## config.mk

```make
export PLATFORM = sky130hd
export DESIGN_NAME = eth_header_classify_and_reply_top
export DESIGN_NICKNAME = d
export VERILOG_FILES = /design/src/design/ehcr_pkg.sv /design/src/design/ehcr_front.sv /design/src/design/ehcr_queue.sv /design/src/design/ehcr_back.sv /design/src/design/eth_header_classify_and_reply_top.sv
export SDC_FILE = /design/constraint.sdc
export NUM_CORES = 1
export LEC_CHECK = 0
export ABC_AREA = 0
export BUFFER_PORTS_ARGS = -buffer_cell sky130_fd_sc_hd__buf_2
export CAP_MARGIN = 20
export CORE_MARGIN = 3
export CORE_UTILIZATION = 65
export CTS_BUF_LIST = sky130_fd_sc_hd__clkbuf_8
export DETAILED_ROUTE_END_ITERATION = 16
export GPL_TIMING_DRIVEN = 0
export PLACE_DENSITY = 0.84
export SYNTH_ARGS = -nofsm -noshare
export SYNTH_HDL_FRONTEND = slang
export SYNTH_SLANG_ARGS = --single-unit
```

## constraint.sdc

```tcl
create_clock -name i_clk -period 15.7 [get_ports i_clk]
set_input_delay 2.355 -clock i_clk [delete_from_list [all_inputs] [get_ports i_clk]]
set_output_delay 2.355 -clock i_clk [all_outputs]
set_load 0.02 [all_outputs]
```

## src/design/ehcr_pkg.sv

```systemverilog
// Shared types, constants and helpers for the Ethernet II header classifier.
package ehcr_pkg;

    localparam int MacW       = 48;
    localparam int ByteW      = 8;
    localparam int TypeW      = 16;
    localparam int IdxW       = 4;
    localparam int QueueDepth = 4;
    localparam int QPtrW      = $clog2(QueueDepth);
    localparam int QCntW      = $clog2(QueueDepth + 1);

    localparam logic [MacW-1:0]  BcastMac  = '1;
    localparam logic [TypeW-1:0] TypeArp   = 16'h0806;
    localparam logic [TypeW-1:0] TypeIpv4  = 16'h0800;

    // Header byte positions
    localparam logic [IdxW-1:0] PosSrcFirst = 4'd6;
    localparam logic [IdxW-1:0] PosTypeHi   = 4'd12;
    localparam logic [IdxW-1:0] PosTypeLo   = 4'd13;
    localparam logic [IdxW-1:0] PosPastHdr  = 4'd14;

    // Reply sequencer steps
    localparam logic [IdxW-1:0] StepLocalFirst = 4'd6;
    localparam logic [IdxW-1:0] StepTypeHi     = 4'd12;
    localparam logic [IdxW-1:0] StepTypeLo     = 4'd13;
    localparam logic [IdxW-1:0] StepVerdict    = 4'd14;

    typedef enum logic [1:0] {
        VERDICT_DROP = 2'd0,
        VERDICT_ARP  = 2'd1,
        VERDICT_IP   = 2'd2
    } t_verdict;

    typedef enum logic {
        KIND_VERDICT = 1'b0,
        KIND_REPLY   = 1'b1
    } t_kind;

    // One classified frame handed from front to back
    typedef struct packed {
        logic              reply;
        t_verdict          verdict;
        logic [MacW-1:0]   src_mac;
        logic [TypeW-1:0]  etype;
    } t_cmd;

    // Pick byte i (0 = first on the wire) of a MAC address
    function automatic logic [ByteW-1:0] mac_byte(input logic [MacW-1:0] mac,
                                                  input logic [2:0] i);
        logic [ByteW-1:0] b;
        unique case (i)
            3'd0:    b = mac[47:40];
            3'd1:    b = mac[39:32];
            3'd2:    b = mac[31:24];
            3'd3:    b = mac[23:16];
            3'd4:    b = mac[15:8];
            3'd5:    b = mac[7:0];
            default: b = '0;
        endcase
        return b;
    endfunction

endpackage

```

## src/design/ehcr_front.sv

```systemverilog
// Front end: captures header bytes and classifies each frame on its last header byte.
module ehcr_front import ehcr_pkg::*; (
    input  logic              i_clk,
    input  logic              i_rst_n,
    input  logic              i_accept,
    input  logic [ByteW-1:0]  i_rx_byte,
    input  logic              i_frame_start,
    input  logic [MacW-1:0]   i_local_mac,
    output logic              o_cmd_push,
    output t_cmd              o_cmd
);

    logic [IdxW-1:0]  r_byte_index, n_byte_index;
    logic [MacW-1:0]  r_dest_mac;
    logic [MacW-1:0]  r_src_mac;
    logic [ByteW-1:0] r_type_hi;
    logic [IdxW-1:0]  pos;
    logic [TypeW-1:0] etype;
    logic             addr_ok;

    // Restart position on a frame start, hold once past the header
    always_comb begin
        pos          = i_frame_start ? '0 : r_byte_index;
        n_byte_index = (pos < PosPastHdr) ? pos + 4'd1 : pos;
    end

    always_ff @(posedge i_clk) begin
        if (!i_rst_n) begin
            r_byte_index <= '0;
        end else if (i_accept) begin
            r_byte_index <= n_byte_index;
        end
    end

    // Capture header fields
    always_ff @(posedge i_clk) begin
        if (i_accept) begin
            if (pos < PosSrcFirst) begin
                r_dest_mac <= {r_dest_mac[MacW-ByteW-1:0], i_rx_byte};
            end else if (pos < PosTypeHi) begin
                r_src_mac <= {r_src_mac[MacW-ByteW-1:0], i_rx_byte};
            end else if (pos == PosTypeHi) begin
                r_type_hi <= i_rx_byte;
            end
        end
    end

    // Classify on the second EtherType byte
    always_comb begin
        etype           = {r_type_hi, i_rx_byte};
        addr_ok         = (r_dest_mac == i_local_mac) || (r_dest_mac == BcastMac);
        o_cmd_push      = i_accept && (pos == PosTypeLo);
        o_cmd.src_mac   = r_src_mac;
        o_cmd.etype     = etype;
        o_cmd.reply     = 1'b0;
        o_cmd.verdict   = VERDICT_DROP;
        if (etype == TypeArp) begin
            o_cmd.verdict = VERDICT_ARP;
        end else if (etype == TypeIpv4 && addr_ok) begin
            o_cmd.verdict = VERDICT_IP;
            o_cmd.reply   = 1'b1;
        end
    end

endmodule

```

## src/design/ehcr_queue.sv

```systemverilog
// Short command queue between the classifying front and the emitting back.
module ehcr_queue import ehcr_pkg::*; (
    input  logic  i_clk,
    input  logic  i_rst_n,
    input  logic  i_push,
    input  t_cmd  i_cmd,
    input  logic  i_pop,
    output t_cmd  o_head,
    output logic  o_valid,
    output logic  o_full
);

    t_cmd               r_mem [QueueDepth];
    logic [QPtrW-1:0]   r_wr_ptr;
    logic [QPtrW-1:0]   r_rd_ptr;
    logic [QCntW-1:0]   r_count;

    assign o_head  = r_mem[r_rd_ptr];
    assign o_valid = (r_count != '0);
    assign o_full  = (r_count == QCntW'(QueueDepth));

    // Store incoming request
    always_ff @(posedge i_clk) begin
        if (i_push) begin
            r_mem[r_wr_ptr] <= i_cmd;
        end
    end

    // Advance pointers and occupancy
    always_ff @(posedge i_clk) begin
        if (!i_rst_n) begin
            r_wr_ptr <= '0;
            r_rd_ptr <= '0;
            r_count  <= '0;
        end else begin
            if (i_push) begin
                r_wr_ptr <= r_wr_ptr + 1'b1;
            end
            if (i_pop) begin
                r_rd_ptr <= r_rd_ptr + 1'b1;
            end
            if (i_push && !i_pop) begin
                r_count <= r_count + 1'b1;
            end else if (i_pop && !i_push) begin
                r_count <= r_count - 1'b1;
            end
        end
    end

    a_no_overflow: assert property (@(posedge i_clk) disable iff (!i_rst_n)
        o_full |-> !i_push || i_pop)
        else $error("queue pushed while full");

    a_no_underflow: assert property (@(posedge i_clk) disable iff (!i_rst_n)
        !o_valid |-> !i_pop)
        else $error("queue popped while empty");

endmodule

```

## src/design/ehcr_back.sv

```systemverilog
// Back end: turns each queued command into verdict and reply-header results.
module ehcr_back import ehcr_pkg::*; (
    input  logic              i_clk,
    input  logic              i_rst_n,
    input  t_cmd              i_cmd,
    input  logic              i_cmd_valid,
    input  logic [MacW-1:0]   i_local_mac,
    input  logic              i_pop,
    output logic              o_cmd_pop,
    output logic              o_empty,
    output logic              o_kind,
    output logic [1:0]        o_verdict,
    output logic [ByteW-1:0]  o_tx_byte,
    output logic              o_last
);

    logic [IdxW-1:0]  r_step;
    logic             r_out_valid;
    logic             r_kind;
    t_verdict         r_verdict;
    logic [ByteW-1:0] r_tx_byte;
    logic             r_last;

    logic             advance;
    logic             n_kind;
    t_verdict         n_verdict;
    logic [ByteW-1:0] n_tx_byte;
    logic             n_last;
    logic [IdxW-1:0]  local_idx;

    // Load the output register whenever it is free or being taken
    assign advance   = i_cmd_valid && (!r_out_valid || i_pop);
    assign local_idx = r_step - StepLocalFirst;

    // Build the next result from the head command and step
    always_comb begin
        n_kind    = KIND_VERDICT;
        n_verdict = i_cmd.verdict;
        n_tx_byte = '0;
        n_last    = 1'b1;
        if (i_cmd.reply) begin
            n_kind = KIND_REPLY;
            n_last = 1'b0;
            n_verdict = VERDICT_DROP;
            if (r_step < StepLocalFirst) begin
                n_tx_byte = mac_byte(i_cmd.src_mac, r_step[2:0]);
            end else if (r_step < StepTypeHi) begin
                n_tx_byte = mac_byte(i_local_mac, local_idx[2:0]);
            end else if (r_step == StepTypeHi) begin
                n_tx_byte = i_cmd.etype[15:8];
            end else if (r_step == StepTypeLo) begin
                n_tx_byte = i_cmd.etype[7:0];
            end else begin
                n_kind    = KIND_VERDICT;
                n_verdict = VERDICT_IP;
                n_last    = 1'b1;
            end
        end
        o_cmd_pop = advance && (!i_cmd.reply || r_step == StepVerdict);
    end

    // Step through the reply sequence
    always_ff @(posedge i_clk) begin
        if (!i_rst_n) begin
            r_step <= '0;
        end else if (o_cmd_pop) begin
            r_step <= '0;
        end else if (advance) begin
            r_step <= r_step + 4'd1;
        end
    end

    // Hold the result until it is popped
    always_ff @(posedge i_clk) begin
        if (!i_rst_n) begin
            r_out_valid <= 1'b0;
        end else if (advance) begin
            r_out_valid <= 1'b1;
        end else if (i_pop) begin
            r_out_valid <= 1'b0;
        end
    end

    always_ff @(posedge i_clk) begin
        if (advance) begin
            r_kind    <= n_kind;
            r_verdict <= n_verdict;
            r_tx_byte <= n_tx_byte;
            r_last    <= n_last;
        end
    end

    assign o_empty   = !r_out_valid;
    assign o_kind    = r_kind;
    assign o_verdict = r_verdict;
    assign o_tx_byte = r_tx_byte;
    assign o_last    = r_last;

    a_step_needs_reply: assert property (@(posedge i_clk) disable iff (!i_rst_n)
        (r_step != '0) |-> i_cmd_valid && i_cmd.reply)
        else $error("reply step active without a reply command");

    a_step_bound: assert property (@(posedge i_clk) disable iff (!i_rst_n)
        r_step <= StepVerdict)
        else $error("reply step out of range");

    a_reply_not_last: assert property (@(posedge i_clk) disable iff (!i_rst_n)
        (r_out_valid && r_kind == KIND_REPLY) |-> !r_last)
        else $error("reply header byte marked last");

endmodule

```

## src/design/eth_header_classify_and_reply_top.sv

```systemverilog
// Top level of the Ethernet II header classifier with reply-header generation.
//
//  Channel  | Handshake             | Payload
//  ---------+-----------------------+--------------------------------------
//  input    | push / full           | i_rx_byte, i_frame_start
//  result   | empty / pop           | o_kind, o_verdict, o_tx_byte, o_last
//  config   | i_cfg_we              | i_cfg_wdata (local MAC)
//
//  One received byte is taken per cycle while full is low; full rises only
//  when the four-entry command queue between front and back is full.
//  Results leave one per cycle while pop is held: one for a drop or ARP
//  frame, fifteen for an accepted IPv4 frame, set by the back-end step
//  counter. Each result loads from the queue head into the output register
//  when that register is empty or being popped. Reset (synchronous, active
//  low) clears the byte position, queue and output register; local MAC resets to zero.
module eth_header_classify_and_reply_top import ehcr_pkg::*; (
    input  logic              i_clk,
    input  logic              i_rst_n,
    input  logic              push,
    output logic              full,
    input  logic [ByteW-1:0]  i_rx_byte,
    input  logic              i_frame_start,
    output logic              empty,
    input  logic              pop,
    output logic              o_kind,
    output logic [1:0]        o_verdict,
    output logic [ByteW-1:0]  o_tx_byte,
    output logic              o_last,
    input  logic              i_cfg_we,
    input  logic [MacW-1:0]   i_cfg_wdata
);

    logic [MacW-1:0] r_local_mac;
    logic            accept;
    logic            cmd_push;
    logic            cmd_pop;
    logic            cmd_valid;
    t_cmd            cmd_in;
    t_cmd            cmd_head;

    // Hold the station address
    always_ff @(posedge i_clk) begin
        if (!i_rst_n) begin
            r_local_mac <= '0;
        end else if (i_cfg_we) begin
            r_local_mac <= i_cfg_wdata;
        end
    end

    assign accept = push && !full;

    ehcr_front u_front (
        .i_clk         (i_clk),
        .i_rst_n       (i_rst_n),
        .i_accept      (accept),
        .i_rx_byte     (i_rx_byte),
        .i_frame_start (i_frame_start),
        .i_local_mac   (r_local_mac),
        .o_cmd_push    (cmd_push),
        .o_cmd         (cmd_in)
    );

    ehcr_queue u_queue (
        .i_clk   (i_clk),
        .i_rst_n (i_rst_n),
        .i_push  (cmd_push),
        .i_cmd   (cmd_in),
        .i_pop   (cmd_pop),
        .o_head  (cmd_head),
        .o_valid (cmd_valid),
        .o_full  (full)
    );

    ehcr_back u_back (
        .i_clk       (i_clk),
        .i_rst_n     (i_rst_n),
        .i_cmd       (cmd_head),
        .i_cmd_valid (cmd_valid),
        .i_local_mac (r_local_mac),
        .i_pop       (pop),
        .o_cmd_pop   (cmd_pop),
        .o_empty     (empty),
        .o_kind      (o_kind),
        .o_verdict   (o_verdict),
        .o_tx_byte   (o_tx_byte),
        .o_last      (o_last)
    );

endmodule
```

==> results of run 1 <==
## state kept, by name (all words and copies together), names as in the netlist, named ones only
name and cells:
u_back.r_out_valid 1, u_front.r_type_hi 8, r_local_mac 48, u_back.o_tx_byte 8, u_back.o_kind 1, u_queue.r_count 3
u_front.r_byte_index 4, u_queue.r_mem 264, u_back.o_last 1, u_queue.r_wr_ptr 2, u_front.r_src_mac 48, u_back.r_step 4
u_queue.r_rd_ptr 2, u_front.r_dest_mac 48, u_back.o_verdict 2
## final timing paths
check	startpoint	end	slack, ns	cells after the start
worst max-delay path	i_frame_start	u_queue.r_count[2]	11.56	11
worst min-delay path	u_back.r_out_valid	u_back.r_out_valid	0.48	2
worst max register to register	u_back.r_step[1]	u_back.o_tx_byte[6]	12.75	8
worst min register to register	u_back.r_out_valid	u_back.r_out_valid	0.48	2
## area by class of cell
class / count / area share
flip-flops and latches: 446 / 0.651
multi-input cells: 454 / 0.218
clock buffers: 78 / 0.0549
repair buffers: 83 / 0.0291
well taps: 330 / 0.0211
plain buffers: 45 / 0.0114
clock inverters: 43 / 0.0111
inverters: 16 / 0.00307
## layout by cell type, fill, tap and decap left out, drive strengths merged, types with 22 or more instances in the layout
cell / n
xnor2: 51
mux2i: 59
nor2: 67
mux4: 63
nand4: 25
edfxtp: 380
clkbuf: 99
dfxtp: 66
buf: 107
inv: 37
nand2: 22
## logic make-up (layout without fill, tap and decap cells)
kind of cell | Yosys count | in the layout | synth area share
flops | 446 | 446 | 0.738
simple gates | 156 | 156 | 0.0432
mux | 124 | 124 | 0.118
compound gates | 103 | 103 | 0.0442
buf+inv | 61 | 265 | 0.0164
xor+xnor | 54 | 54 | 0.0274
fa+ha+maj | 17 | 17 | 0.0128
## worst min-delay path: cells and delay by family (launching register included)
kind            cells  cell delay [ns]
compound gates      1             0.05
simple gates        1             0.06
flops               1             0.33
## per-layer routing
| layer | up-vias | GRT usage | routed length, um |
|---|---|---|---|
| met5 | - | 0 | 0 |
| met4 | 0 | 0.120 | 1480 |
| met2 | 611 | 0.431 | 19000 |
| met1 | 4765 | 0.401 | 15100 |
| met3 | 102 | 0.0453 | 3610 |
| li1 | 4140 | - | - |
## stage by stage
stage | cells | worst slack, ns | utilization | total power, mW | instance area [um^2]
final | 1495 | 11.56 | 0.763 | 2.26 | 19600
after global routing | 1495 | 11.39 | 0.763 | 2.33 | 19600
after CTS | 1494 | 11.49 | 0.763 | 2.27 | 19500
after detailed placement | 1373 | 10.90 | 0.712 | 1.39 | 18200
after global placement | 1365 | 7.24 | 0.704 | 1.38 | 18000
after floorplan | 961 | 8.99 | - | 1.36 | 17200
## report_power, final
group	switching [mW]	internal (mW)	leakage [nW]
Combinational	0.0303	0.0266	1.87
Sequential	0.0186	1.29	3.99
Clock	0.424	0.472	0.732
==> results by group, run 1 <==
Logic synthesis
  – Syn Nets: 1,040
  – Cells after synthesis: 961
  – FFs w/ async S/R, synth: 0
  – Most instantiated cells after synthesis: edfxtp_1 (380), nor2_1 (67), dfxtp_1 (66)
  – Sequential cell area fraction in the yosys report: 0.738
  – EDFF count, synth: 380
  – Leading post-synthesis cells by cell area: edfxtp_1 (66%), mux4_2 (8.2%), dfxtp_1 (7.7%)
  – Leading area contributor after synthesis: edfxtp_1
  – Primary FF master, synth: edfxtp_1
  – Post-synth top area share: 0.662
  – Count of state elements after synthesis: 446
  – Post-synth cell types: 48
  – Top-count cell post-synth: edfxtp_1
  – Synth warn: 0
  – Synth Cell Area: around 0.017 mm^2
  – Syn Area/Cell: 17.9 um^2

Worst setup path
  – Crit-path leading delay family: simple AND/OR/NAND/NOR gates
  – Critical Path AT: 4.63 ns
  – CP max-delay cell: fa_1
  – WS Path Type: primary input to flip-flop
  – Critical Path Fanout Max: 7
  – Required @ worst endpoint: 16.19 ns
  – Cell Chain, Critical Path: buf_2 > nor2b_1 > and2_1 > and3_1 > buf_2 > ha_1 > inv_1 > fa_1 > xor2_1 > or3_1 > a21oi_1
  – CP bufs+invs: 3
  – Crit. End Element: flip-flop
  – Most frequent cell on the critical path: buf_2
  – CP peak stage delay: around 0.37 ns
  – CP Launch Type: primary input

Detailed routing
  – Vias/cell: 6.43
  – DR WL/cell: 26.3 um
  – Post-route ant nets: 0
  – Via count: 9,618
  – Routed wire length: 39,300 um
  – Iter 0 DRT Violations: 1,246
  – Post-route DRC: 0
  – First-pass DRT Iterations: 6

Power and ir drop
  – VDD IR max: 0.0922 mV
  – Pwr/cell area: between 100 and 150 mW/mm^2
  – Pleak: 6.59 nW

Timing
  – Hold Slack: 0.482 ns
  – Final setup fails: 0
  – Final slew viol count: 0
  – Worst Clk Skew: 0.0223 ns
  – RSZ-0062 raised after global routing: false
  – FMAX: 242 MHz
  – Fin crit period: 4.14 ns
  – Slew HR: 0.298
  – Setup tns final: 0 ns
  – Final Hold Vio Count: 0
  – Worst-margin pin slew: 1.03 ns
  – Final period utilization: 0.264

Clock tree
  – H-Tree Depth: 3
  – Clock Path Buffers: 3
  – Post-CTS setup buffer count: 0
  – Post-CTS sizing: 0
  – Cts bufs inserted: 69
  – CTS tree: yes
  – Worst-Skew Late Latency: 0.59 ns
  – Post-CTS Hold Fix Bufs: 0
  – Clock tree sinks: 446
  – Worst-path clk slew: approximately 0.06 ns
  – Clock Tree Root: clkbuf_8

Final layout
  – Register area: 0.0127 mm^2
  – Filler Cell Count: roughly 1.4k
  – Area Overhead vs Synth: 13.4%
  – Final nets: 1,194
  – Multi-input gate area: 0.00426 mm^2
  – Layout cell share with drive strength beyond 1: 0.232
  – Diodes inserted: 0

Floorplan
  – Horiz. Die Dim: 169 um
  – Floorplan row count: a little under 60
  – Die Footprint: 0.0285 mm^2
  – Number of top-level pins: 76
  – CORE AREA: 0.0256 mm^2
  – Initial Util: 0.673
  – Die Height: 169 um

Place
  – Post-DP HPWL: 26,100 um
  – Port Buf Inserts: 74
  – GP Congestion: 0.896

Global route
  – Largest net degree at the start of global routing: 59
  – First-pass GRT wire length: 58,400 um
  – Initial antenna violation count: 0
  – GR Util All Layers: 0.278
  – Grt ovf: 0
  – Vias in the first global route: 9,660

Flow run
  – Max Cap Violations: 0

Status
  – Outcome: finished, final reports clean

Min path
  – Hold Path Class: flip-flop to flip-flop
No activity file was read; power rests on OpenSTA's default activity.
==> run 2, diff against run 1 <==
ABC_AREA = 1   (was 0)
CORE_UTILIZATION = 64   (was 65)
PLACE_DENSITY = 0.82   (was 0.84)
clock period = 4.3 ns   (was 15.7 ns; I/O delays follow)
==> run 2 against run 1 <==
  * Global-route usage is 2.3 points higher
  * Hold slack worse by 0.20 ns
  * Wire length is 20% higher
  * Utilization is 2.4 points lower
  * Die area is 9.9% higher
  * Critical path type is now flip-flop to flip-flop
  * Critical endpoint is now u_queue.r_mem[0][61]
==> results by group, run 2 <==
Status
  – Outcome: finished, final reports clean

Logic synthesis
  – Post-synth cell types: 34 (-29%)
  – Top-count cell post-synth: nand2_1
  – FFs w/ async S/R, synth: 0 (unchanged)
  – Synth Cell Area: 0.0187 mm^2 (+8.6%)
  – Synth warn: 0 (unchanged)
  – Most instantiated cells after synthesis: nand2_1 (485), edfxtp_1 (380), inv_1 (245)
  – EDFF count, synth: 380 (unchanged)
  – Sequential cell area fraction in the yosys report: 0.680 (-0.0586)
  – Post-synth top area share: 0.609 (-0.0525)
  – Syn Nets: 1,892 (+82%)
  – Cells after synthesis: 1,813 (+89%)
  – Leading area contributor after synthesis: edfxtp_1
  – Leading post-synthesis cells by cell area: edfxtp_1 (61%), nand2_1 (9.7%), dfxtp_1 (7.1%)
  – Count of state elements after synthesis: 446 (unchanged)
  – Syn Area/Cell: 10.3 um^2 (-42%)
  – Primary FF master, synth: edfxtp_1

Worst setup path
  – CP bufs+invs: 4 (+1)
  – WS Path Type: flip-flop to flip-flop
  – Crit-path leading delay family: simple AND/OR/NAND/NOR gates
  – CP max-delay cell: nor2_4
  – Critical Path Fanout Max: 27 (+20)
  – CP peak stage delay: 0.79 ns (+0.42 ns)
  – Crit. End Element: flip-flop
  – CP Launch Type: flip-flop
  – Critical Path AT: 3.37 ns (-1.26 ns)
  – Required @ worst endpoint: 4.58 ns (-11.61 ns)
  – Cell Chain, Critical Path: inv_1 > nand3_1 > nand2_1 > inv_1 > nand3_1 > nor2_4 > buf_12 > buf_16

Floorplan
  – Horiz. Die Dim: 177 um (+4.9%)
  – Floorplan row count: 62 (+6.9%)
  – Die Height: 177 um (+4.9%)
  – Die Footprint: 0.0314 mm^2 (+9.9%)
  – Number of top-level pins: 76 (unchanged)
  – CORE AREA: 0.0288 mm^2 (+12%)
  – Initial Util: 0.651 (-0.0223)

Detailed routing
  – Iter 0 DRT Violations: 1,735 (+39%)
  – Post-route ant nets: 0 (unchanged)
  – Routed wire length: 47,100 um (+20%)
  – Vias/cell: 5.60 (-13%)
  – Post-route DRC: 0 (unchanged)
  – DR WL/cell: 19.5 um (-26%)
  – First-pass DRT Iterations: 6 (unchanged)
  – Via count: 13.5k (+41%)

Clock tree
  – Clock tree sinks: 446 (unchanged)
  – Post-CTS sizing: 0 (unchanged)
  – Worst-path clk slew: 0.06 ns (about the same)
  – H-Tree Depth: 3 (unchanged)
  – Clock Path Buffers: 3 (unchanged)
  – Worst-Skew Late Latency: 0.60 ns (about the same)
  – Cts bufs inserted: 72 (+4.3%)
  – Post-CTS Hold Fix Bufs: 0 (unchanged)
  – Clock Tree Root: clkbuf_8
  – CTS tree: yes
  – Post-CTS setup buffer count: 0 (unchanged)

Place
  – GP Congestion: 0.973 (+8.6%)
  – Post-DP HPWL: 31,100 um (+19%)
  – Placed cell areas: 0.0199 mm^2 (+9.2%)
  – Port Buf Inserts: 74 (unchanged)

Power and ir drop
  – Sw frac: 0.283 (+0.0739)
  – Switch Pwr: 2.84 mW (+500%)
  – Internal power: 7.20 mW (+300%)
  – Pwr/cell area: 472 mW/mm^2 (+310%)
  – Pleak: 8.83 nW (+34%)
  – Combinational share of power: 0.145 (+0.120)
  – Clock share of power: 0.345 (-0.051)
  – VDD IR max: 0.376 mV (+310%)
  – Part of the power in registers: 0.509 (-0.069)

Global route
  – GR Util All Layers: 0.301 (+0.0232)
  – First-pass GRT wire length: 71,100 um (+22%)
  – Largest net degree at the start of global routing: 30 (-49%)
  – Vias in the first global route: 13.1k (+35%)
  – Grt ovf: 0 (unchanged)
  – Initial antenna violation count: 0 (unchanged)

Timing
  – Final Hold Vio Count: 0 (unchanged)
  – Setup tns final: 0 ns (unchanged)
  – Fin crit period: 3.09 ns
  – RSZ-0062 raised after global routing: false
  – Worst Clk Skew: 0.0320 ns (+0.00973 ns)
  – Final period utilization: 0.719
  – Slew HR: 0.328 (+0.0303)
  – FMAX: approximately 320 MHz
  – Final slew viol count: 0 (unchanged)
  – Final setup fails: 0 (unchanged)
  – Worst-margin pin slew: 1.01 ns (-0.0212 ns)

Final layout
  – Largest register FFs: 264 (unchanged)
  – Top reg by flops: u_queue.r_mem
  – Commonest non-fill, non-tap cell in the layout: nand2_1
  – Layout cell share with drive strength beyond 1: 0.112 (-0.120)
  – Most frequent cells in the layout: nand2_1 (485), edfxtp_1 (380), inv_1 (271)
  – Diodes inserted: 0 (unchanged)
  – Area Overhead vs Synth: 13.6%
  – Final nets: 2,053 (+72%)
  – Design area: 0.0213 mm^2 (+8.8%)

Min path
  – Hold Path Class: primary input to flip-flop

Flow run
  – Max Cap Violations: 0 (unchanged)
-- run 2: cell types whose count changed after synthesis, sizes merged, moves of 12 or more --
| cell | delta |
|---|---|
| nand2 | +464 |
| inv | +233 |
| nor2 | +155 |
| o21ai | +112 |
| nand3 | +72 |
| mux4 | -63 |
| mux2i | -59 |
| a21oi | +34 |
| nand4 | -13 |
| a22oi | -12 |
-- run 2: stage by stage --
stage          worst slack, ns  hold WS, ns  power, mW   util  std cells
3_5_place_dp              1.08        0.446       6.62  0.692       2283
2_1_floorplan           -0.173        0.431       6.07      -       1813
3_3_place_gp             -2.60        0.446       6.54  0.681       2271
4_1_cts                   1.22        0.260       10.0  0.739       2412
6_report                  1.21        0.279       10.0  0.739       2413
5_1_grt                   1.04        0.264       10.4  0.739       2413
-- run 2: cell families after synthesis --
logic type | after synthesis | synth area share
DFF | 446 | 0.680
adders and majority gates | 17 | 0.0118
and+or+nand+nor | 813 | 0.173
xor gates and xnor gates | 43 | 0.0201
buffers and inverters | 309 | 0.0657
AOI/OAI and AO/OA | 185 | 0.0504
-- run 2: area by class of cell --
cell class	instances	area, um^2
Fill cell	1828	7500
Clock inverter	54	305
Timing Repair Buffer	87	674
Sequential cell	446	12700
Clock buffer	75	1030
Inverter	248	931
Tap cell	384	480
Buffer	61	299
Multi-Input combinational cell	1058	4820
-- run 2: tightest hold or removal path, stage by stage --
cell and delay (ns):
buf_2 0.07, nor2_1 0.03, nor2_1 0.08
-- run 2: routing by layer --
metal	track usage	wire (um)
met2	0.498	22900
met4	0.117	1610
met3	0.0568	5070
met1	0.400	17600
met5	0	0
-- run 2: path summary, 6_finish.rpt --
path,cells after the start,slack [ns],endpoint,start
hold / removal,3,0.28,r_local_mac[25],i_cfg_wdata[25]
hold reg to reg,2,0.46,u_front.r_byte_index[0],u_front.r_byte_index[0]
setup / recovery,8,1.21,u_queue.r_mem[0][61],u_queue.r_count[0]
setup reg to reg,8,1.21,u_queue.r_mem[0][61],u_queue.r_count[0]
-- run 2: power groups by stage --
stage,clock network (mW),logic (mW),registers [mW]
2_1_floorplan,0,0.839,5.23
5_1_grt,3.67,1.59,5.13
3_3_place_gp,0,1.34,5.20
4_1_cts,3.48,1.43,5.11
6_report,3.47,1.46,5.12
3_5_place_dp,0,1.42,5.20
